## config.mk

```make
export PLATFORM = sky130hd
export DESIGN_NAME = digitizer_zle_event_parser
export DESIGN_NICKNAME = d
export VERILOG_FILES = /design/src/sv/dzep_pkg.sv /design/src/sv/dzep_front.sv /design/src/sv/dzep_queue.sv /design/src/sv/dzep_back.sv /design/src/sv/digitizer_zle_event_parser.sv
export SDC_FILE = /design/constraint.sdc
export NUM_CORES = 1
export LEC_CHECK = 0
export BUFFER_PORTS_ARGS = -buffer_cell sky130_fd_sc_hd__buf_2
export CAP_MARGIN = 20
export CORE_UTILIZATION = 70
export CTS_BUF_LIST = sky130_fd_sc_hd__clkbuf_2
export CTS_CLUSTER_DIAMETER = 120
export DETAILED_ROUTE_END_ITERATION = 6
export PLACE_DENSITY_LB_ADDON = 0.08
export REMOVE_ABC_BUFFERS = 1
export SLEW_MARGIN = 20
export SYNTH_ARGS = -nofsm -noshare
export SYNTH_HDL_FRONTEND = slang
export SYNTH_SLANG_ARGS = --single-unit
export TNS_END_PERCENT = 50
```

## constraint.sdc

```tcl
create_clock -name clk -period 9.86 [get_ports clk]
set_input_delay 0.986 -clock clk [delete_from_list [all_inputs] [get_ports clk]]
set_output_delay 0.986 -clock clk [all_outputs]
set_load 0.02 [all_outputs]
```

## src/sv/dzep_pkg.sv

```systemverilog
// ---------------------------------------------------------------------------
// dzep_pkg
// Shared types and constants for the digitizer event parser.
// ---------------------------------------------------------------------------
package dzep_pkg;

  localparam int NUM_CHANNELS = 8;
  localparam int CH_W         = 3;
  localparam int Q_DEPTH      = 4;
  localparam int Q_AW         = $clog2(Q_DEPTH);
  localparam int Q_CW         = $clog2(Q_DEPTH + 1);

  localparam logic [11:0] HDR_TAG    = 12'hA00;
  localparam logic [3:0]  GOOD_TAG   = 4'h8;
  localparam logic [31:0] SKIP_ALL1  = 32'hFFFF_FFFF;
  localparam logic [27:0] RAW_HDR_WC = 28'd4;

  typedef enum logic [1:0] {
    KIND_SAMPLE     = 2'd0,
    KIND_EVENT_END  = 2'd1,
    KIND_BAD_HEADER = 2'd2,
    KIND_BAD_SKIP   = 2'd3
  } kind_t;

  typedef enum logic [2:0] {
    PH_HEADER  = 3'd0,
    PH_MASK    = 3'd1,
    PH_SKIPHDR = 3'd2,
    PH_ZSIZE   = 3'd3,
    PH_ZCTRL   = 3'd4,
    PH_ZGOOD   = 3'd5,
    PH_RAW     = 3'd6
  } phase_t;

  // one queued job: an optional sample pair followed by an optional mark
  typedef struct packed {
    logic            has_pair;
    logic            has_extra;
    kind_t           extra_kind;
    logic [CH_W-1:0] chan;
    logic [31:0]     data;
    logic [31:0]     tbase;
  } task_t;

endpackage

```

## src/sv/dzep_front.sv

```systemverilog
// ---------------------------------------------------------------------------
// dzep_front
// Word parser: walks the block one word per cycle unless q_full; queues jobs.
// ---------------------------------------------------------------------------
module dzep_front (
  input  logic            clk,
  input  logic            rst,
  input  logic            s_tvalid,
  output logic            s_tready,
  input  logic [31:0]     s_tdata,
  input  logic            zs_on,
  input  logic            q_full,
  output logic            push,
  output dzep_pkg::task_t push_task
);

  dzep_pkg::phase_t phase, phase_next;
  logic [1:0]                  hdr_left, hdr_left_next;
  logic [dzep_pkg::NUM_CHANNELS-1:0] mask, mask_next;
  logic [dzep_pkg::CH_W-1:0]   cur_ch, cur_ch_next;
  logic [27:0]                 ewc, ewc_next;
  logic [31:0]                 budget, budget_next;
  logic [31:0]                 counted, counted_next;
  logic [27:0]                 good_left, good_left_next;
  logic [31:0]                 time_counter, time_counter_next;

  logic                        accept;
  logic [dzep_pkg::CH_W:0]     search_from;
  logic                        found;
  logic [dzep_pkg::CH_W-1:0]   found_ch;
  logic [31:0]                 raw_budget;
  logic                        chan_ok;
  logic                        ended, emit_pair, emit_extra;
  dzep_pkg::kind_t             extra_kind;

  assign s_tready = !q_full;
  assign accept   = s_tvalid && !q_full;

  // next enabled channel at or above the search start
  assign search_from = (phase == dzep_pkg::PH_SKIPHDR) ? '0 : ({1'b0, cur_ch} + 1'b1);

  always_comb begin
    found    = 1'b0;
    found_ch = '0;
    for (int c = dzep_pkg::NUM_CHANNELS - 1; c >= 0; c--) begin
      if (mask[c] && ((dzep_pkg::CH_W+1)'(c) >= search_from)) begin
        found    = 1'b1;
        found_ch = dzep_pkg::CH_W'(c);
      end
    end
  end

  assign raw_budget = (ewc >= dzep_pkg::RAW_HDR_WC) ?
                      {7'd0, 25'((ewc - dzep_pkg::RAW_HDR_WC) >> 3)} : '0;
  assign chan_ok    = found && (zs_on || (raw_budget != '0));

  // next state and register values
  always_comb begin
    phase_next        = phase;
    hdr_left_next     = hdr_left;
    mask_next         = mask;
    cur_ch_next       = cur_ch;
    ewc_next          = ewc;
    budget_next       = budget;
    counted_next      = counted;
    good_left_next    = good_left;
    time_counter_next = time_counter;
    ended             = 1'b0;
    emit_pair         = 1'b0;
    emit_extra        = 1'b0;
    extra_kind        = dzep_pkg::KIND_BAD_HEADER;
    begin : decode
      logic go_start;
      logic go_cont;
      go_start = 1'b0;
      go_cont  = 1'b0;
      case (phase)
        dzep_pkg::PH_HEADER: begin
          if (s_tdata[31:20] == dzep_pkg::HDR_TAG) begin
            ewc_next   = s_tdata[27:0];
            phase_next = dzep_pkg::PH_MASK;
          end else begin
            emit_extra = 1'b1;
            extra_kind = dzep_pkg::KIND_BAD_HEADER;
          end
        end
        dzep_pkg::PH_MASK: begin
          mask_next     = s_tdata[dzep_pkg::NUM_CHANNELS-1:0];
          hdr_left_next = 2'd2;
          phase_next    = dzep_pkg::PH_SKIPHDR;
        end
        dzep_pkg::PH_SKIPHDR: begin
          hdr_left_next = hdr_left - 2'd1;
          go_start      = (hdr_left == 2'd1);
        end
        dzep_pkg::PH_ZSIZE: begin
          budget_next  = s_tdata;
          counted_next = 32'd2;
          go_cont      = 1'b1;
        end
        dzep_pkg::PH_ZCTRL: begin
          if (s_tdata[31:28] == dzep_pkg::GOOD_TAG) begin
            good_left_next = s_tdata[27:0];
            counted_next   = counted + 32'd1;
            if (s_tdata[27:0] == '0) begin
              go_cont = 1'b1;
            end else begin
              phase_next = dzep_pkg::PH_ZGOOD;
            end
          end else if (s_tdata == dzep_pkg::SKIP_ALL1) begin
            emit_extra = 1'b1;
            extra_kind = dzep_pkg::KIND_BAD_SKIP;
            phase_next = dzep_pkg::PH_HEADER;
          end else begin
            time_counter_next = time_counter + {s_tdata[30:0], 1'b1};
            counted_next      = counted + 32'd1;
            go_cont           = 1'b1;
          end
        end
        dzep_pkg::PH_ZGOOD: begin
          emit_pair         = 1'b1;
          time_counter_next = time_counter + 32'd2;
          counted_next      = counted + 32'd1;
          good_left_next    = good_left - 28'd1;
          go_cont           = (good_left == 28'd1);
        end
        dzep_pkg::PH_RAW: begin
          emit_pair         = 1'b1;
          time_counter_next = time_counter + 32'd2;
          counted_next      = counted + 32'd1;
          go_start          = ((counted + 32'd1) >= budget);
        end
        default: begin
          phase_next = dzep_pkg::PH_HEADER;
        end
      endcase
      // more control words in this channel, or move to the next one
      if (go_cont) begin
        if (counted_next <= budget_next) begin
          phase_next = dzep_pkg::PH_ZCTRL;
        end else begin
          go_start = 1'b1;
        end
      end
      if (go_start) begin
        if (chan_ok) begin
          cur_ch_next       = found_ch;
          time_counter_next = '0;
          if (zs_on) begin
            phase_next = dzep_pkg::PH_ZSIZE;
          end else begin
            budget_next  = raw_budget;
            counted_next = '0;
            phase_next   = dzep_pkg::PH_RAW;
          end
        end else begin
          phase_next = dzep_pkg::PH_HEADER;
          ended      = 1'b1;
        end
      end
    end
  end

  // job handed to the back end
  always_comb begin
    push                 = accept && (emit_pair || emit_extra || ended);
    push_task.has_pair   = emit_pair;
    push_task.has_extra  = emit_extra || ended;
    push_task.extra_kind = ended ? dzep_pkg::KIND_EVENT_END : extra_kind;
    push_task.chan       = cur_ch;
    push_task.data       = s_tdata;
    push_task.tbase      = time_counter;
  end

  always_ff @(posedge clk) begin
    if (rst) begin
      phase        <= dzep_pkg::PH_HEADER;
      hdr_left     <= '0;
      mask         <= '0;
      cur_ch       <= '0;
      ewc          <= '0;
      budget       <= '0;
      counted      <= '0;
      good_left    <= '0;
      time_counter <= '0;
    end else if (accept) begin
      phase        <= phase_next;
      hdr_left     <= hdr_left_next;
      mask         <= mask_next;
      cur_ch       <= cur_ch_next;
      ewc          <= ewc_next;
      budget       <= budget_next;
      counted      <= counted_next;
      good_left    <= good_left_next;
      time_counter <= time_counter_next;
    end
  end

  a_raw_budget: assert property (@(posedge clk) disable iff (rst)
    phase == dzep_pkg::PH_RAW |-> budget != '0)
    else $error("raw channel entered with empty budget");

  a_pair_phase: assert property (@(posedge clk) disable iff (rst)
    push && push_task.has_pair |->
      (phase == dzep_pkg::PH_ZGOOD || phase == dzep_pkg::PH_RAW))
    else $error("sample pair queued outside a data phase");

  a_skip_phase: assert property (@(posedge clk) disable iff (rst)
    push && push_task.extra_kind == dzep_pkg::KIND_BAD_SKIP |->
      phase == dzep_pkg::PH_ZCTRL)
    else $error("skip word error outside control phase");

endmodule

```

## src/sv/dzep_queue.sv

```systemverilog
// ---------------------------------------------------------------------------
// dzep_queue
// Short job queue between the parser and the result sequencer.
// ---------------------------------------------------------------------------
module dzep_queue (
  input  logic            clk,
  input  logic            rst,
  input  logic            push,
  input  dzep_pkg::task_t push_task,
  output logic            full,
  input  logic            pop,
  output logic            head_valid,
  output dzep_pkg::task_t head
);

  dzep_pkg::task_t             mem [dzep_pkg::Q_DEPTH];
  logic [dzep_pkg::Q_AW-1:0]   wr_ptr;
  logic [dzep_pkg::Q_AW-1:0]   rd_ptr;
  logic [dzep_pkg::Q_CW-1:0]   count;

  assign full       = (count == dzep_pkg::Q_CW'(dzep_pkg::Q_DEPTH));
  assign head_valid = (count != '0);
  assign head       = mem[rd_ptr];

  always_ff @(posedge clk) begin
    if (push) begin
      mem[wr_ptr] <= push_task;
    end
  end

  always_ff @(posedge clk) begin
    if (rst) begin
      wr_ptr <= '0;
      rd_ptr <= '0;
      count  <= '0;
    end else begin
      if (push) begin
        wr_ptr <= wr_ptr + 1'b1;
      end
      if (pop) begin
        rd_ptr <= rd_ptr + 1'b1;
      end
      if (push && !pop) begin
        count <= count + 1'b1;
      end else if (pop && !push) begin
        count <= count - 1'b1;
      end
    end
  end

  a_no_overflow: assert property (@(posedge clk) disable iff (rst)
    push |-> !full || pop)
    else $error("job queue overflow");

  a_no_underflow: assert property (@(posedge clk) disable iff (rst)
    pop |-> head_valid)
    else $error("job queue underflow");

  a_count_range: assert property (@(posedge clk) disable iff (rst)
    count <= dzep_pkg::Q_CW'(dzep_pkg::Q_DEPTH))
    else $error("job queue count out of range");

endmodule

```

## src/sv/dzep_back.sv

```systemverilog
// ---------------------------------------------------------------------------
// dzep_back
// Result sequencer: expands one job into up to three results.
// ---------------------------------------------------------------------------
module dzep_back (
  input  logic            clk,
  input  logic            rst,
  input  logic            head_valid,
  input  dzep_pkg::task_t head,
  output logic            pop,
  output logic            m_tvalid,
  input  logic            m_tready,
  output logic [55:0]     m_tdata,
  output logic [1:0]      m_tuser,
  output logic            m_tlast
);

  logic [1:0]                step;
  logic                      load;
  logic                      is_last;
  dzep_pkg::kind_t           res_kind;
  logic [dzep_pkg::CH_W-1:0] res_chan;
  logic [15:0]               res_value;
  logic [31:0]               res_time;

  dzep_pkg::kind_t           out_kind;
  logic [dzep_pkg::CH_W-1:0] out_chan;
  logic [15:0]               out_value;
  logic [31:0]               out_time;

  assign load = head_valid && (!m_tvalid || m_tready);
  assign pop  = load && is_last;

  always_comb begin
    res_kind  = head.extra_kind;
    res_chan  = '0;
    res_value = '0;
    res_time  = '0;
    if (head.has_pair && step == 2'd0) begin
      res_kind  = dzep_pkg::KIND_SAMPLE;
      res_chan  = head.chan;
      res_value = head.data[15:0];
      res_time  = head.tbase;
    end else if (head.has_pair && step == 2'd1) begin
      res_kind  = dzep_pkg::KIND_SAMPLE;
      res_chan  = head.chan;
      res_value = head.data[31:16];
      res_time  = head.tbase + 32'd1;
    end else if (head.extra_kind == dzep_pkg::KIND_BAD_SKIP) begin
      res_chan = head.chan;
    end
    if (head.has_pair) begin
      is_last = head.has_extra ? (step == 2'd2) : (step == 2'd1);
    end else begin
      is_last = 1'b1;
    end
  end

  always_ff @(posedge clk) begin
    if (rst) begin
      step     <= '0;
      m_tvalid <= 1'b0;
    end else begin
      if (load) begin
        step     <= is_last ? 2'd0 : step + 2'd1;
        m_tvalid <= 1'b1;
      end else if (m_tready) begin
        m_tvalid <= 1'b0;
      end
    end
  end

  always_ff @(posedge clk) begin
    if (load) begin
      out_kind  <= res_kind;
      out_chan  <= res_chan;
      out_value <= res_value;
      out_time  <= res_time;
      m_tlast   <= is_last;
    end
  end

  assign m_tdata = {5'd0, out_time, out_value, out_chan};
  assign m_tuser = out_kind;

  a_error_is_last: assert property (@(posedge clk) disable iff (rst)
    m_tvalid && (m_tuser == dzep_pkg::KIND_BAD_HEADER ||
                 m_tuser == dzep_pkg::KIND_BAD_SKIP) |-> m_tlast)
    else $error("error result not marked last");

  a_step_range: assert property (@(posedge clk) disable iff (rst)
    head_valid && step == 2'd2 |-> head.has_pair && head.has_extra)
    else $error("sequencer step past end of job");

  a_step_idle: assert property (@(posedge clk) disable iff (rst)
    !head_valid |-> step == 2'd0)
    else $error("sequencer mid-job with empty queue");

endmodule

```

## src/sv/digitizer_zle_event_parser.sv

```systemverilog
// ---------------------------------------------------------------------------
// digitizer_zle_event_parser
// Decodes digitizer event blocks (zero-suppressed or raw) into samples.
// ---------------------------------------------------------------------------
// one 32-bit block word per input transfer; the parser front end takes a word
// every cycle unless the four-deep job queue is full and turns it into at most
// one job, and the back end turns each job into its results on a single output
// register, one result per cycle unless m_tready is low. a data word gives two
// samples, so data words are bounded by that one-result-per-cycle output. a
// data word that closes the event gives three results. results are samples,
// an event-end mark, a bad-header error and an all-ones skip word error, with
// tlast on the final result of a word. the zero-suppression register is
// sampled when a channel starts.
module digitizer_zle_event_parser (
  input  logic        clk,
  input  logic        rst,
  // block word input
  input  logic        s_tvalid,
  output logic        s_tready,
  input  logic [31:0] s_tdata,   // [31:0] block_word
  // result output
  output logic        m_tvalid,
  input  logic        m_tready,
  output logic [55:0] m_tdata,   // [2:0] channel, [18:3] sample_value, [50:19] time_index
  output logic [1:0]  m_tuser,   // [1:0] kind
  output logic        m_tlast,   // last_of_run
  // configuration write
  input  logic        cfg_valid,
  output logic        cfg_ready,
  input  logic        cfg_data   // zero_suppression_on
);

  logic            zs_on;       // zero-suppression mode register
  logic            q_full;
  logic            q_push;
  dzep_pkg::task_t q_in;
  logic            q_pop;
  logic            q_head_valid;
  dzep_pkg::task_t q_head;

  // config write always taken; cfg_ready is tied high
  assign cfg_ready = 1'b1;

  always_ff @(posedge clk) begin
    if (rst) begin
      zs_on <= 1'b1;
    end else if (cfg_valid) begin
      zs_on <= cfg_data;
    end
  end

  // parser front end: header check, channel walk, control word decode
  dzep_front u_front (
    .clk       (clk),
    .rst       (rst),
    .s_tvalid  (s_tvalid),
    .s_tready  (s_tready),
    .s_tdata   (s_tdata),
    .zs_on     (zs_on),
    .q_full    (q_full),
    .push      (q_push),
    .push_task (q_in)
  );

  // decoupling queue
  dzep_queue u_queue (
    .clk        (clk),
    .rst        (rst),
    .push       (q_push),
    .push_task  (q_in),
    .full       (q_full),
    .pop        (q_pop),
    .head_valid (q_head_valid),
    .head       (q_head)
  );

  // result sequencer with registered output
  dzep_back u_back (
    .clk        (clk),
    .rst        (rst),
    .head_valid (q_head_valid),
    .head       (q_head),
    .pop        (q_pop),
    .m_tvalid   (m_tvalid),
    .m_tready   (m_tready),
    .m_tdata    (m_tdata),
    .m_tuser    (m_tuser),
    .m_tlast    (m_tlast)
  );

endmodule

```

# ---- Word-level counts from Yosys, hierarchy flattened
# Memory sizes are Yosys's and may differ from the RTL's. A register that Yosys moved wholly into a read port is not among the register bits.
# Index checks and enable logic that the tools add are counted.
dict set report word_totals {
  wordCells 186
  mem_count 1
  mem_bits_rw 284
  reg_bits 233
  in_bits 38
  output_inout_bits 62
}
# memory words word_bits read_ports rd_ports_with_merged_regs write_ports line
set memory_table {}
lappend memory_table {u_queue.mem 4 71 1 1 1 dzep_queue.sv:16} ;# dzep_pkg::task_t mem [dzep_pkg::Q_DEPTH];
dict set report classes {
  n_eq_ne 16
  reduce_logical 43
  mux 82
  n_addsub 13
  magnitude_cmp 11
}
# op n
set ops {}
lappend ops {{2-to-1 mux 32 bit} 15}
lappend ops {{case mux 32 bit (3 select lines)} 1}
lappend ops {{2-to-1 mux 3 bit} 22}
lappend ops {{adder 32 x 1 -> 32 bit (second input constant)} 2}
lappend ops {{case mux 32 bit (2 select lines)} 1}
lappend ops {{case mux 28 bit (2 select lines)} 1}
lappend ops {{adder 32 x 2 -> 32 bit (second input constant)} 1}
lappend ops {{adder 32 bit} 1}
lappend ops {{== test 32 bit (second input constant)} 1}
lappend ops {{greater-or-equal comparator 32 bit} 1}
lappend ops {{less-or-equal comparator 32 bit} 1}
lappend ops {{2-to-1 mux 16 bit} 2}
lappend ops {{nonzero test 32 bit} 1}
lappend ops {{== test 28 x 1 -> 1 bit (second input constant)} 1}
lappend ops {{greater-or-equal comparator 28 x 3 -> 1 bit (second input constant)} 1}
lappend ops {{zero test 28 bit} 1}
lappend ops {{2-to-1 mux 28 bit} 1}
lappend ops {{subtractor 28 x 1 -> 28 bit (second input constant)} 1}
lappend ops {{subtractor 28 x 3 -> 28 bit (second input constant)} 1}
lappend ops {{2-to-1 mux 1 bit} 26}
lappend ops {{2-to-1 mux 25 bit} 1}
lappend ops {{logical AND 1 bit} 17}
lappend ops {{greater-or-equal comparator 3 x 4 -> 1 bit (first input constant)} 4}
lappend ops {{== test 12 bit (second input constant)} 1}
lappend ops {{30 further kinds} 60}

# ---- Longest topological paths before layout
# Gate-level depths: netlist (run 1).
dict set report depth {
  ltp_word 21
  depth_mapped 24
  mapped_depth_nobuf 24
}

# ---- Modules after synthesis
# From an unflattened synthesis (run 1), not the netlist that was laid out.
dict set report hier_totals {
  cells_unflattened 2604
  hier_area_um2 27712.8
}
# mod area_each_um2 instances cells_per_inst seq_area_each_um2
set by_module_without_submodules {}
lappend by_module_without_submodules {dzep_front 13872.1 1 1919 3363.2}
lappend by_module_without_submodules {dzep_queue 10751.6 1 415 8708.4}
lappend by_module_without_submodules {dzep_back 3042.9 1 265 1681.6}
lappend by_module_without_submodules {digitizer_zle_event_parser 46.3 1 5 20.0}

# ---- Worst setup path after synthesis (run 1)
# Ideal clock, no wire load.
dict set report synth_path {
  path_type {input to register}
  startpoint {input port s_tdata[15]}
  endpoint {memory u_queue.mem[0][0] in the netlist's numbering (enable)}
  t_required_ns 9.423
  n_path_buf 1
  cell_stages 17
  setup_time_ns 0.437
  slack_ns 3.108
  arrival_time_ns 6.315
  path_cell_list {nand4_1 > nor4_2 > nand2_1 > o21ai_1 > clkbuf_1 > o21ai_0 > a22o_1 > ha_1 > and4_1 > nand3_1 > or3_1 > nor3_1 > o311ai_1 > a311oi_1 > o32ai_1 > a31oi_2 > and2_1}
}
dict set report synth_between {
  elab_chain_cells 12
  elab_cells_between_ends 22
  cone_classes {1 x order compare; 1 x eq/ne; 16 x mux; 4 x reduce/logical}
}
# item line
set synth_lines {}
lappend synth_lines {{start: declaration} digitizer_zle_event_parser.sv:20} ;# input logic [31:0] s_tdata,
lappend synth_lines {{== test 32 bit} dzep_front.sv:110} ;# end else if (s_tdata == dzep_pkg::SKIP_ALL1) begin
lappend synth_lines {{2-to-1 mux 32 bit} dzep_front.sv:110}
lappend synth_lines {{2-to-1 mux 32 bit} dzep_front.sv:102} ;# if (s_tdata[31:28] == dzep_pkg::GOOD_TAG) begin
lappend synth_lines {{case mux 32 bit (3 select lines)} dzep_front.sv:77} ;# case (phase)
lappend synth_lines {{less-or-equal comparator 32 bit} dzep_front.sv:139} ;# if (counted_next <= budget_next) begin
lappend synth_lines {{2-to-1 mux 1 bit} dzep_front.sv:139}
lappend synth_lines {{2-to-1 mux 1 bit} dzep_front.sv:138} ;# if (go_cont) begin
lappend synth_lines {{2-to-1 mux 1 bit} dzep_front.sv:145} ;# if (go_start) begin
lappend synth_lines {{logical OR 1 bit *} dzep_front.sv:166} ;# push = accept && (emit_pair || emit_extra || ended);
lappend synth_lines {{logical AND 1 bit *} dzep_front.sv:166}
lappend synth_lines {{named net q_push} digitizer_zle_event_parser.sv:35} ;# logic q_push;
lappend synth_lines {{2-to-1 mux 1 bit *} dzep_queue.sv:26} ;# if (push) begin
lappend synth_lines {{2-to-1 mux 1 bit (not written as such) *} dzep_queue.sv:27} ;# mem[wr_ptr] <= push_task;
lappend synth_lines {{end: declaration} dzep_queue.sv:16}
# The timed path passes the listed nets; every way through them passes the cells marked *.

# ---- Worst setup path in the final report (run 1)
dict set report layout_path {
  startpoint {register u_front.counted[2]}
  endpoint {memory u_queue.mem[3][51] in the netlist's numbering (enable)}
}
dict set report layout_between {
  elab_chain_cells 12
  elab_cells_between_ends 14
  cone_classes {1 x add/sub; 2 x order compare; 9 x mux; 2 x reduce/logical}
}
# item line
set layout_lines {}
lappend layout_lines {{start: declaration} dzep_front.sv:23} ;# logic [31:0] counted, counted_next;
lappend layout_lines {{start signal: assignment} dzep_front.sv:193} ;# counted <= counted_next;
lappend layout_lines {{adder 32 x 1 -> 32 bit} -}
lappend layout_lines {{2-to-1 mux 32 bit} dzep_front.sv:110}
lappend layout_lines {{2-to-1 mux 32 bit} dzep_front.sv:102}
lappend layout_lines {{case mux 32 bit (3 select lines)} dzep_front.sv:77}
lappend layout_lines {{less-or-equal comparator 32 bit} dzep_front.sv:139}
lappend layout_lines {{2-to-1 mux 1 bit} dzep_front.sv:139}
lappend layout_lines {{2-to-1 mux 1 bit *} dzep_front.sv:138}
lappend layout_lines {{2-to-1 mux 1 bit *} dzep_front.sv:145}
lappend layout_lines {{logical OR 1 bit *} dzep_front.sv:166}
lappend layout_lines {{logical AND 1 bit *} dzep_front.sv:166}
lappend layout_lines {{named net q_push} digitizer_zle_event_parser.sv:35}
lappend layout_lines {{2-to-1 mux 1 bit *} dzep_queue.sv:26}
lappend layout_lines {{2-to-1 mux 1 bit (not written as such) *} dzep_queue.sv:27}
# Marked as above.

==> metrics.txt, run 1 <==
outcome=finished, final reports clean; vias per cell=about 6.7; met3 GRT Util=around 8.7%; Fin. Hold Viols=0; Core Region=slightly below 40000 sq um; Starting Density=between 70 and 80%; Root Buffer Master=clkbuf_2; Synth cell types=88; Post-synth ARST share=0%; fin util=between 70% and 80%; Reg clk slew, reported paths=approximately 0.11 ns; worst slack at placement=2.23 ns; Critical Path RT=between 10 and 15 ns; Die Y=about 200 um; via count=approximately 22000; met2 Use GR=around two thirds; first-pass GRT wire length=roughly 120000 um; crit path capture=u_queue.mem[3][51]; placed cell count=between 3000 and 4000; Worst setup startpoint=u_front.counted[2]; die area=between 30000 and 40000 sq um; Port Buffers=93; total CTS buffers=121; Critical Path Sink Type=flip-flop; die extent in x=around 200 um; row count=72; hold_sp=cfg_valid; GR Overflow Total=0; fillers=2606; drt initial violations=2403; DR pass1 iterations=6; Resized Gates After CTS=0; Slew @ Worst Pin=about 1.1 ns; Post-Layout Cell Count=between 3000 and 4000; initial antenna violation count=4; HPWL after DPL=roughly 52000 um; Power, Total=between 5 and 6 mW; Crit Path Category=reg2reg; vias in the first global route=21600; setup bufs post-CTS=0; clk buf depth=3; CP Max Fanout=63; total negative slack=0 ns; Worst R2R End=u_queue.mem[3][51]; synthesized cell area=27400 sq um; M1 GR Usage=between 40% and 50%; clock latency on the worst-skew pair=approximately 1.2 ns; R2R setup slack=roughly 2.5 ns; Post-Synthesis Mean Instance Area=10.5 sq um; DRC viols=0; YS warnings=0; final period utilization=75.1%; CP Data Arrival Time=slightly above 8 ns; Storage cell area=between 10000 and 15000 sq um; Tmin final=7.41 ns; worst hold-check path type=in2reg; Leak=about 11 nW; Sink Count=~520; Synth Register Bits=between 500 and 600; most frequent cell after synthesis=edfxtp_1; global routing's busiest layer=met2; worst relative slew slack=25.3%; Synth top cells by count=338 x edfxtp_1, 272 x nand2_1, 217 x nor2_1; GRT Util Overall=40.2%; pwr/cell area=roughly 200 nW/um^2; Peak VDD IR=around 130 uV; Max Cap Violations=0; final worst slack=between 2 and 2.5 ns; prevailing post-synth register cell=edfxtp_1; Layout Nets=roughly 2900; area of the multi-input gates=about 13000 sq um; Post-DRT Antenna Nets=0; routed length per instance=between 20 and 25 um; Startpoint Class=flip-flop; Slew Limit Fails=0; worst reg-to-reg path cell count=19; dominant cells by area after synthesis=edfxtp_1 37%, dfxtp_1 13%, mux4_2 5.7%, ha_1 5.0%, nand2_1 3.7%; Setup Viol. Count Final=0; Reg2Reg Launch Point=u_front.counted[2]; H-tree depth=3; GP Congestion=0.966; Post-Syn Instances=between 2000 and 3000; CTS tree=done; area leader, netlist=edfxtp_1; Synth top area share=between 30% and 40%; number of enable flip-flop cells after synthesis=about 340; Area growth, synth to finish=7.16%; Fmax achieved=roughly 0.14 GHz; Fin Clk Skew=~0.081 ns; largest net degree at the start of global routing=between 80 and 90; I/O pins=100; unrepaired setup endpoints after global routing=false; share of cells above drive strength 1=approximately 16%; register area share after synthesis=50.2%; Detailed Route WL=approximately 80000 um
critical path, cell delays in order (launching register included):
cell,delay [ns]
dfxtp_1,0.47
nand2_1,0.13
nor4_1,0.84
and4_1,0.38
nand3_1,0.24
nor2_1,0.60
and3_1,0.32
o21ai_0,0.10
a22o_1,0.26
ha_1,0.29
and4_1,0.23
nand3_1,0.10
or3_1,0.43
nor3_1,0.27
o311ai_1,0.14
a311oi_1,0.34
o32ai_1,0.23
a31oi_2,0.50
and2_4,0.88
buf_4,0.34
final cells by class:
class / count / area share (%)
Antenna cell: 3 / 0.0255
Clock buffer: 180 / 3.07
Clock inverter: 46 / 0.830
Inverter: 88 / 1.12
Multi-Input combinational cell: 1865 / 43.4
Sequential cell: 519 / 46.9
Tap cell: 518 / 2.21
Timing Repair Buffer: 127 / 2.47
state kept, by name (all words and copies together), names as in the netlist, 3 cells and up, named ones only:
name	count
u_queue.mem	284
u_back.out_time	32
u_front.budget	32
u_front.counted	32
u_front.time_counter	32
u_front.ewc	28
u_front.good_left	28
u_back.out_value	16
u_front.mask	8
u_back.out_chan	3
u_front.cur_ch	3
u_front.phase	3
u_queue.count	3
cells in the final DEF, fill, tap and decap left out, drive strengths merged, types with 40 or more instances in the layout:
cell type  synthesis  final
clkbuf           102    180
nor3              59     59
nand2            272    272
clkinv             1     40
xnor2             55     55
xor2              53     53
ha               110    110
nand3            128    128
o21ai            151    151
a21oi            196    196
inv               87     91
mux2i             53     53
nor2             219    219
buf               45    126
dfxtp            181    181
mux4              70     70
edfxtp           338    338
nand4             43     43
worst min path at each step:
stage               cells after the start                  to  slack (ns)
floorplan                               2      u_front.ewc[1]        0.43
global placement                        2      u_front.ewc[1]        0.44
detailed placement                      2      u_front.ewc[0]        0.45
CTS                                     1  u_queue.mem[0][63]        0.01
global route                            2               zs_on        0.04
finish                                  2               zs_on        0.09
stage by stage:
step,area (sq um),hold slack (ns)
4_1_cts,29400,0.0112
6_report,29400,0.0940
3_3_place_gp,28200,0.444
2_1_floorplan,26800,0.430
3_5_place_dp,28200,0.453
5_1_grt,29400,0.0375
layer usage:
metal	routed length, um	vias up
li1	-	10100
met2	38000	1341
met5	11	-
met3	7320	275
met4	4830	2
met1	29700	10700
where the power goes:
part,switching (mW),leakage [nW],internal [mW]
Sequential,0.154,4.62,2.67
Combinational,0.979,5.67,0.501
Clock,0.872,0.870,0.548
Total,2.00,11.2,3.72
logic make-up after synthesis:
logic type	after synthesis	share of synthesized area [%]
other	2	0.0274
multiplexers	129	7.93
AO/OA/AOI/OAI	591	13.3
buffers and inverters	235	3.52
adder cells (fa/ha/maj)	112	5.17
flip-flops	519	50.2
XOR/XNOR	108	3.45
AND/OR/NAND/NOR	919	16.3
what timing repair did:
| item | 4_1_cts | 5_1_grt |
|---|---|---|
| hold endpoints to repair | 1 | 0 |
| hold buffers | 1 | 0 |
| setup endpoints to repair | 0 | 0 |
No activity file was read; power rests on OpenSTA's default activity.
==> inputs of run 2 (changes only) <==
Settings changed: CORE_UTILIZATION 70 to 65.
Clock period 9.86 ns to 7.8 ns, I/O delays scaled along.
==> run 2 against run 1 <==
  * Critical path type unchanged
  * Critical path depth grew 4
  * Clock skew up 0.024 ns
  * Total power rose by 28%
  * Sequential share of layout area decreased by 1.2 points
  * Setup slack worse by 1.7 ns
  * Clock power rose by 34%
==> metrics.txt, run 2 (synthesis gave the netlist of run 1 again) <==
hold path cells=5; vias in the first global route=21900; HPWL after DPL=54500 um; Fmax achieved=between 0.1 and 0.15 GHz; CP Data Arrival Time=between 8 and 9 ns; Largest Register=u_queue.mem; Crit path max-delay family=simple AND/OR/NAND/NOR gates; Reg2Reg Launch Point=u_front.counted[0]; Startpoint Class=flip-flop; worst hold-check path type=in2reg; fin util=approximately 73%; CP Max Fanout=8; placed cell count=between 3000 and 4000; first-pass GRT wire length=123000 um; Reg clk slew, reported paths=~0.1 ns; Buf/Inv on CP=1; via count=around 22000; I/O pins=100; Tmin final=7.02 ns; Core Region=41200 sq um; DRC viols=0; Fin. Hold Viols=0; Critical Path Sink Type=flip-flop; Post-DRT Antenna Nets=0; total CTS buffers=around 130; Peak VDD IR=about 140 uV; slowest stage delay, CP=roughly 0.54 ns; Starting Density=approximately two thirds; hold_sp=s_tvalid; crit-path cells=nand3_1 -> nor4_2 -> and4_1 -> nand3_1 -> nor2_1 -> and3_1 -> o21ai_0 -> a22o_1 -> ha_1 -> and4_1 -> nand3_1 -> or3_1 -> nor3_1 -> o311ai_1 -> a311oi_1 -> o32ai_2 -> a31oi_2 -> ha_1 -> inv_1 -> fa_1 -> xor2_1 -> or3_1 -> a21oi_1; Crit Path Category=reg2reg; die extent in x=between 200 and 250 um; GRT Util Overall=a little under two fifths; Slew Limit Fails=0; share of cells above drive strength 1=~17%; Power, Total=approximately 7.3 mW; max FFs per register=284; DR pass1 iterations=6; Root Buffer Master=clkbuf_2; drt initial violations=approximately 2300; largest net degree at the start of global routing=84; Layout Nets=~2900; clk buf depth=3; worst reg-to-reg path cell count=23; outcome=finished, final reports clean; total negative slack=0 ns; initial antenna violation count=3; clock latency on the worst-skew pair=approximately 1.4 ns; CTS tree=done; routed length per instance=between 20 and 25 um; Setup Viol. Count Final=0; most frequent cells in the layout=338 x edfxtp_1, 271 x nand2_1, 214 x nor2_1; Die Y=around 210 um; pwr/cell area=243 nW/um^2; Worst R2R End=u_queue.count[2]; fillers=2979; Detailed Route WL=between 80000 and 90000 um; Port Buffers=93; R2R setup slack=just under 0.8 ns; Area growth, synth to finish=9.93%; area of the multi-input gates=roughly 13000 sq um; Storage cell area=13800 sq um; Top cell by count, worst path=nand3_1; Hold EP=u_front.counted[21]; die area=around 43000 sq um; GR Overflow Total=0; vias per cell=6.50; Slew @ Worst Pin=between 1 and 1.5 ns; unrepaired setup endpoints after global routing=false; GP Congestion=around 1; Max Cap Violations=0; Max stage delay cell, worst path=nor2_1; Post-Layout Cell Count=3441; Leak=roughly 12 nW; Hold WS=about 0.14 ns; final period utilization=between 90% and 100%; most common cell after layout, fill and taps aside=edfxtp_1; Sink Count=519; worst relative slew slack=30.5%; row count=74; Critical Path RT=approximately 9 ns; Fin Clk Skew=between 0.1 and 0.15 ns; H-tree depth=4
-- run 2: how the worst max path moves through the flow --
stage / from / endpoint / slack (ns) / cells past startpoint
finish: u_front.counted[0] / u_queue.count[2] / 0.78 / 23
global route: u_front.counted[0] / u_queue.count[2] / 0.24 / 23
CTS: u_front.counted[4] / u_queue.count[2] / 0.58 / 23
detailed placement: s_tdata[11] / u_queue.count[2] / 0.42 / 23
global placement: s_tdata[11] / u_queue.count[2] / 0.66 / 24
floorplan: u_front.phase[1] / u_queue.mem[1][0] / 0.29 / 15
-- run 2: what timing repair did --
action,CTS,global route
endpoints found under the setup margin,0,2
hold buffers,36,0
hold endpoints to repair,189,0
resized for setup,0,2
buffers inserted,0,0
-- run 2: metal layers --
metal	vias up	global-route usage, %	routed length (um)
met1	10600	45.9	29900
met3	286	8.23	7310
met4	0	24.9	5170
met5	-	0	0
li1	10200	-	-
met2	1252	60.8	38000
-- run 2: power by group --
part           internal [mW]  leakage (nW)  switching, mW
clock network          0.760         0.931           1.14
registers               3.37          4.62          0.178
logic                  0.668          5.97           1.22
-- run 2: stage by stage --
| stage | setup slack, ns | instance area [sq um] |
|---|---|---|
| floorplan | 0.294 | 26800 |
| global placement | 0.665 | 28500 |
| detailed placement | 0.418 | 28500 |
| CTS | 0.581 | 30100 |
| global route | 0.235 | 30100 |
| finish | 0.779 | 30100 |
-- run 2: layout make-up --
type | instances | area share (%)
sequential | 519 | 45.7
multi-input combinational | 1865 | 42.3
timing repair buffer | 192 | 4.48
clock buffer | 189 | 3.14
tap | 532 | 2.21
inverter | 88 | 1.10
clock inverter | 52 | 0.988
antenna | 4 | 0.0332
-- run 2: worst register-to-register path, delay by kind of cell (launching register included) --
family	cells	cell delay, ns
adder cells (fa/ha/maj)	3	0.94
flip-flops	1	0.46
AND/OR/NAND/NOR	11	3.52
buffers and inverters	1	0.07
XOR/XNOR	1	0.18
AO/OA/AOI/OAI	7	1.77
